==> src/rtl/core/nrc_pkg.sv <==
// Shared widths, constants and controller/datapath types for the nonce replay cache.
package nrc_pkg;

    localparam int NONCE_W = 64;
    localparam int TIME_W  = 32;
    localparam int TTL_W   = 16;
    localparam int SLOT_W  = 6;

    localparam logic [TTL_W-1:0] TTL_RESET = 16'd300;

    // One stored slot: nonce and its expiry time
    typedef struct packed {
        logic [NONCE_W-1:0] nonce;
        logic [TIME_W-1:0]  expiry;
    } entry_t;

    localparam int ENTRY_W = $bits(entry_t);

    // Commands from controller to datapath
    typedef struct packed {
        logic capture;     // latch a new item, clear hit flag and scan counter
        logic issue_read;  // read the slot under the scan counter
        logic commit;      // record the nonce on a miss and load the result
    } cmd_t;

    // Status from datapath to controller
    typedef struct packed {
        logic fill_empty;  // no slot written since reset
        logic last_issue;  // scan counter is on the last filled slot
        logic hit;         // a live match was seen so far
    } status_t;

endpackage

==> src/rtl/core/nrc_ctrl.sv <==
// Controller: sequences capture, slot scan, decision and result handshake.
module nrc_ctrl
    import nrc_pkg::*;
(
    input  logic    clk,
    input  logic    rst_n,
    input  logic    in_valid,
    output logic    in_ready,
    output logic    out_valid,
    input  logic    out_ready,
    input  status_t sts,
    output cmd_t    cmd
);

    localparam logic [1:0] ST_IDLE   = 2'd0;
    localparam logic [1:0] ST_SCAN   = 2'd1;
    localparam logic [1:0] ST_DRAIN  = 2'd2;
    localparam logic [1:0] ST_DECIDE = 2'd3;

    logic [1:0] state_reg, state_next;
    logic       out_valid_reg, out_valid_next;
    logic       out_free;

    assign out_free = !out_valid_reg || out_ready;
    assign in_ready = (state_reg == ST_IDLE);

    // State transitions and commands
    always_comb
    begin
        state_next = state_reg;
        cmd        = '0;
        unique case (state_reg)
            ST_IDLE:
            begin
                if (in_valid)
                begin
                    cmd.capture = 1'b1;
                    state_next  = sts.fill_empty ? ST_DECIDE : ST_SCAN;
                end
            end
            ST_SCAN:
            begin
                cmd.issue_read = 1'b1;
                if (sts.last_issue)
                begin
                    state_next = ST_DRAIN;
                end
            end
            ST_DRAIN:
            begin
                state_next = ST_DECIDE;
            end
            ST_DECIDE:
            begin
                if (out_free)
                begin
                    cmd.commit = 1'b1;
                    state_next = ST_IDLE;
                end
            end
            default:
            begin
                state_next = ST_IDLE;
            end
        endcase
    end

    // Result valid: set on commit, cleared when taken
    always_comb
    begin
        out_valid_next = out_valid_reg;
        if (out_valid_reg && out_ready)
        begin
            out_valid_next = 1'b0;
        end
        if (cmd.commit)
        begin
            out_valid_next = 1'b1;
        end
    end

    always_ff @(posedge clk or negedge rst_n)
    begin
        if (!rst_n)
        begin
            state_reg     <= ST_IDLE;
            out_valid_reg <= 1'b0;
        end
        else
        begin
            state_reg     <= state_next;
            out_valid_reg <= out_valid_next;
        end
    end

    assign out_valid = out_valid_reg;

endmodule

==> config.mk <==
export PLATFORM = sky130hd
export DESIGN_NAME = nrc_ctrl
export DESIGN_NICKNAME = d
export VERILOG_FILES = /design/src/rtl/core/nrc_pkg.sv /design/src/rtl/core/nrc_ctrl.sv
export SDC_FILE = /design/constraint.sdc
export NUM_CORES = 1
export LEC_CHECK = 0
export BUFFER_PORTS_ARGS = -buffer_cell sky130_fd_sc_hd__buf_2
export CAP_MARGIN = 20
export CELL_PAD_IN_SITES_DETAIL_PLACEMENT = 1
export CELL_PAD_IN_SITES_GLOBAL_PLACEMENT = 2
export CORE_AREA = 10 10 47 49
export DETAILED_ROUTE_END_ITERATION = 8
export DIE_AREA = 0 0 57 59
export GPL_ROUTABILITY_DRIVEN = 0
export MAX_ROUTING_LAYER = met4
export PLACE_DENSITY_LB_ADDON = 0.1
export SYNTH_ARGS = -nofsm -noshare
export SYNTH_HDL_FRONTEND = slang
export SYNTH_SLANG_ARGS = --single-unit
export TNS_END_PERCENT = 50
==> constraint.sdc <==
create_clock -name clk -period 1.7 [get_ports clk]
set_clock_uncertainty 0.2 [all_clocks]
set_input_delay 0.34 -clock clk [delete_from_list [all_inputs] [get_ports clk]]
set_output_delay 0.34 -clock clk [all_outputs]
set_load 0.01 [all_outputs]
* After elaboration in Yosys (flattened, before gate mapping) *
Index checks and enable logic that the tools add are counted.

storage, ports and cells
  register bits after elaboration = 3
  input bits = 7
  output and inout port bits = 5
  word-level logic and storage cells = 26

operators by class
  equal/unequal tests = 6
  mux-type cells = 12
  reductions and logical operators = 6

operators by type and width
  operator                                        count
  two-way mux 2 bit                               4
  case mux 2 bit (4 select lines)                 1
  two-way mux 1 bit                               7
  != test 2 bit (second input constant)           3
  == test 2 bit (second input constant)           2
  AND reduction 3 bit                             1
  == test 2 x 1 -> 1 bit (second input constant)  1
  logical NOT 2 bit                               1
  nonzero test 2 bit                              1
  logical AND 1 bit                               1
  logical NOT 1 bit                               1
  logical OR 1 bit                                1

* Depth between registers and ports, before layout *
  depth in word-level cells = 5
  depth in mapped cells = 5
  gate-level depth less buffers = 5

* Least setup slack after synthesis *
Ideal clock, no wire load.

  path kind = register to output
  start point = reg state_reg[0]
  end point = out cmd[2] (netlist bit)
  arrival = 958 ps
  data required time = 1160 ps
  slack = 202 ps
  stages on the path, launching flop included = 4
  path buffers = 0
  cells stage by stage = dfrtp_1 -> inv_1 -> ha_1 -> and2_1

RTL lines
  item                    RTL line        text
  from (decl)             nrc_ctrl.sv:20  logic [1:0] state_reg, state_next;
  from (signal assigned)  nrc_ctrl.sv:91  state_reg <= state_next;
  to (decl)               nrc_ctrl.sv:12  output cmd_t cmd

==> results.cfg <==
[run_status]
outcome = finished, final reports clean

[critical_path]
reg2reg_depth = 5
crit_path_end = cmd[1]
rr_startpoint = state_reg[0]$_DFFE_PN0P_
cp_max_fo = 3
cpPeakStageDelay_ns = 0.41
cp_num_buf_inv = 2
cp.depth = 3
slowest_stage = dfrtp_1
crit_chain = buf_4, ha_1, buf_2
reg2reg_slack_ns = 0.25
r2r_end = state_reg[1]$_DFFE_PN0P_
crit_type = flop to output pin
cp.arrival_ns = 1.14
cp-start-kind = flop
critical_path_required_ns = 1.16
cp-end-kind = output pin
cp_top_family = flip-flops
startpoint = state_reg[0]$_DFFE_PN0P_

[cts]
cts_sinks = 3
htreeDepth = 1
clk_latency_ns = 0.23
clk_pin_slew_ns = 0.04
tritoncts = built
numCtsBuffers = 3
clockBufferDepth = 2
cts_root_buf = clkbuf_4

[synth]
ys_ff_latch = 3
seq_area_frac_synth_pct = 30.5
syn_area_per_cell_um2 = 11.2
synthTopCellsByArea = dfrtp_1, ha_1, mux2i_1, o221ai_4, nand2b_4
synth_warnings = 0
mappedNetlistNets = 33
synth_area_leader_cell = dfrtp_1
synth_top_area_share_pct = 30.5
syn_inst = 22
synth.distinct_cells = 12
netlist_area_um2 = 246

[floorplan]
fp.dieW_um = 57
rows = 14
initial_utilization_pct = 17.6
coreArea_um2 = 1400
fp.dieArea_um2 = 3360
io_pins = 12
die_h_um = 59

[cells_and_area]
antenna_cells = 0
drive_above_1_share_pct = 62.5
largest_reg_flops = 2
fin_nets = 52
final_area_um2 = 397
area_growth_pct = 60.9
final_common_cell = buf_2
mostFrequentLayoutCells = buf_2, buf_4

[drt]
routed_wl_um = 609
wl_per_cell_um = 10.9
vias_per_cell = 3.93
drc = 0
drt-initial-drc-count = 1
vias = 220
drt_pass1_iterations = 2
ant_nets = 0

[power_and_ir_drop]
max-vdd-ir-drop_v = 0.000388
power_leakage_nw = 0.203
power_frac_seq_pct = 19.9
switching_share_pct = 39.7
powerDensity_nw_per_um2 = 1900
pwr-share-clk_pct = 16.5
p_int_mw = 0.455
total_power_mw = 0.754
p_switching_mw = 0.300
pwr-share-comb_pct = 63.6

[timing]
relSlewSlack_pct = 89.4
setup_viol = 0
fin_crit_sh_pct = 98.7
min_period_ns = 1.68
grt_setup_unrepaired = true
fmax_mhz = 596
fin_ws_ns = 0.0223
max_slew.worst_pin.slew_ns = 0.155
holdWs_ns = 0.205
slew_violations = 0
finalHoldViolations = 0

[worst_hold_path]
hold_depth = 3
hp-class = primary input to flop

[grt]
grt_max_degree = 6
grt_pass1_vias = 256
grt_pass1_wl_mm = 1.08
grt.total_usage_pct = 4.36
overflow = 0
grt_antenna_before_repair = 0

[placement]
place_ws_ns = 0.0815
port_buffers = 10
placedInstanceArea_um2 = 309

[run]
maxCapViolations = 0
[area by class of cell]
class / count / area [µm²]
Clock buffer: 4 / 26.3
Fill cell: 172 / 1000
Inverter: 4 / 15.0
Multi-Input combinational cell: 14 / 164
Sequential cell: 3 / 75.1
Tap cell: 16 / 20.0
Timing Repair Buffer: 15 / 96.3
[timing repair]
action	4_1_cts	5_1_grt
gates resized for setup	4	2
endpoints found under the hold margin	3	0
setup buffers	3	1
hold buffers	1	0
endpoints found under the setup margin	2	3
pin swaps	0	1
[worst min path at each step]
stage                   start                     to
floorplan               rst_n  out_valid$_DFFE_PN0P_
global placement        rst_n  out_valid$_DFFE_PN0P_
detailed placement      rst_n  out_valid$_DFFE_PN0P_
CTS                 out_ready  out_valid$_DFFE_PN0P_
global route        out_ready  out_valid$_DFFE_PN0P_
finish              out_ready  out_valid$_DFFE_PN0P_
[stage by stage]
step	std cells	utilization (%)	setup TNS [ns]
2_1_floorplan	22	-	0
3_3_place_gp	47	22.1	0
3_5_place_dp	47	22.1	0
4_1_cts	55	27.1	0
5_1_grt	56	28.3	-0.0967
6_report	56	28.3	0
[cell families (layout without fill, tap and decap cells)]
logic type                 count (synthesis)  after routing  synth area share [%]
adders and majority gates                  4              4                  20.3
AOI/OAI and AO/OA                          1              1                  10.7
DFF                                        3              3                  30.5
buffers and inverters                      5             23                  9.14
muxes                                      3              3                  12.2
and+or+nand+nor                            6              6                  17.3
[power by group through the flow]
stage / sequential (mW) / combinational (mW) / clock (mW)
floorplan: 0.146 / 0.273 / 0
finish: 0.150 / 0.480 / 0.124
CTS: 0.149 / 0.456 / 0.132
detailed placement: 0.150 / 0.360 / 0
global route: 0.156 / 0.543 / 0.141
global placement: 0.155 / 0.361 / 0
[metal layers]
metal,vias to the layer above,part of all wire [%],GRT usage (%),wire length [µm]
li1,106,-,-,-
met3,4,5.1,1.72,31
met2,10,50,7.13,305
met5,-,0,-,0
met1,100,40,3.82,244
met4,0,4.4,4.03,27
[worst register-to-register path, cell delays in order, from the launching register on]
cell and delay (ns):
dfrtp_1 0.39, buf_4 0.13, ha_1 0.16, inv_2 0.05, o221ai_4 0.21, mux2i_1 0.22
[synthesized netlist by cell type (all sizes together)]
cell type and instances:
and2 2, buf 1, dfrtp 3, ha 4, inv 4, mux2i 3
nand2 1, nand2b 2, nor2 1, o221ai 1
Power figures use the tool's default switching activity.
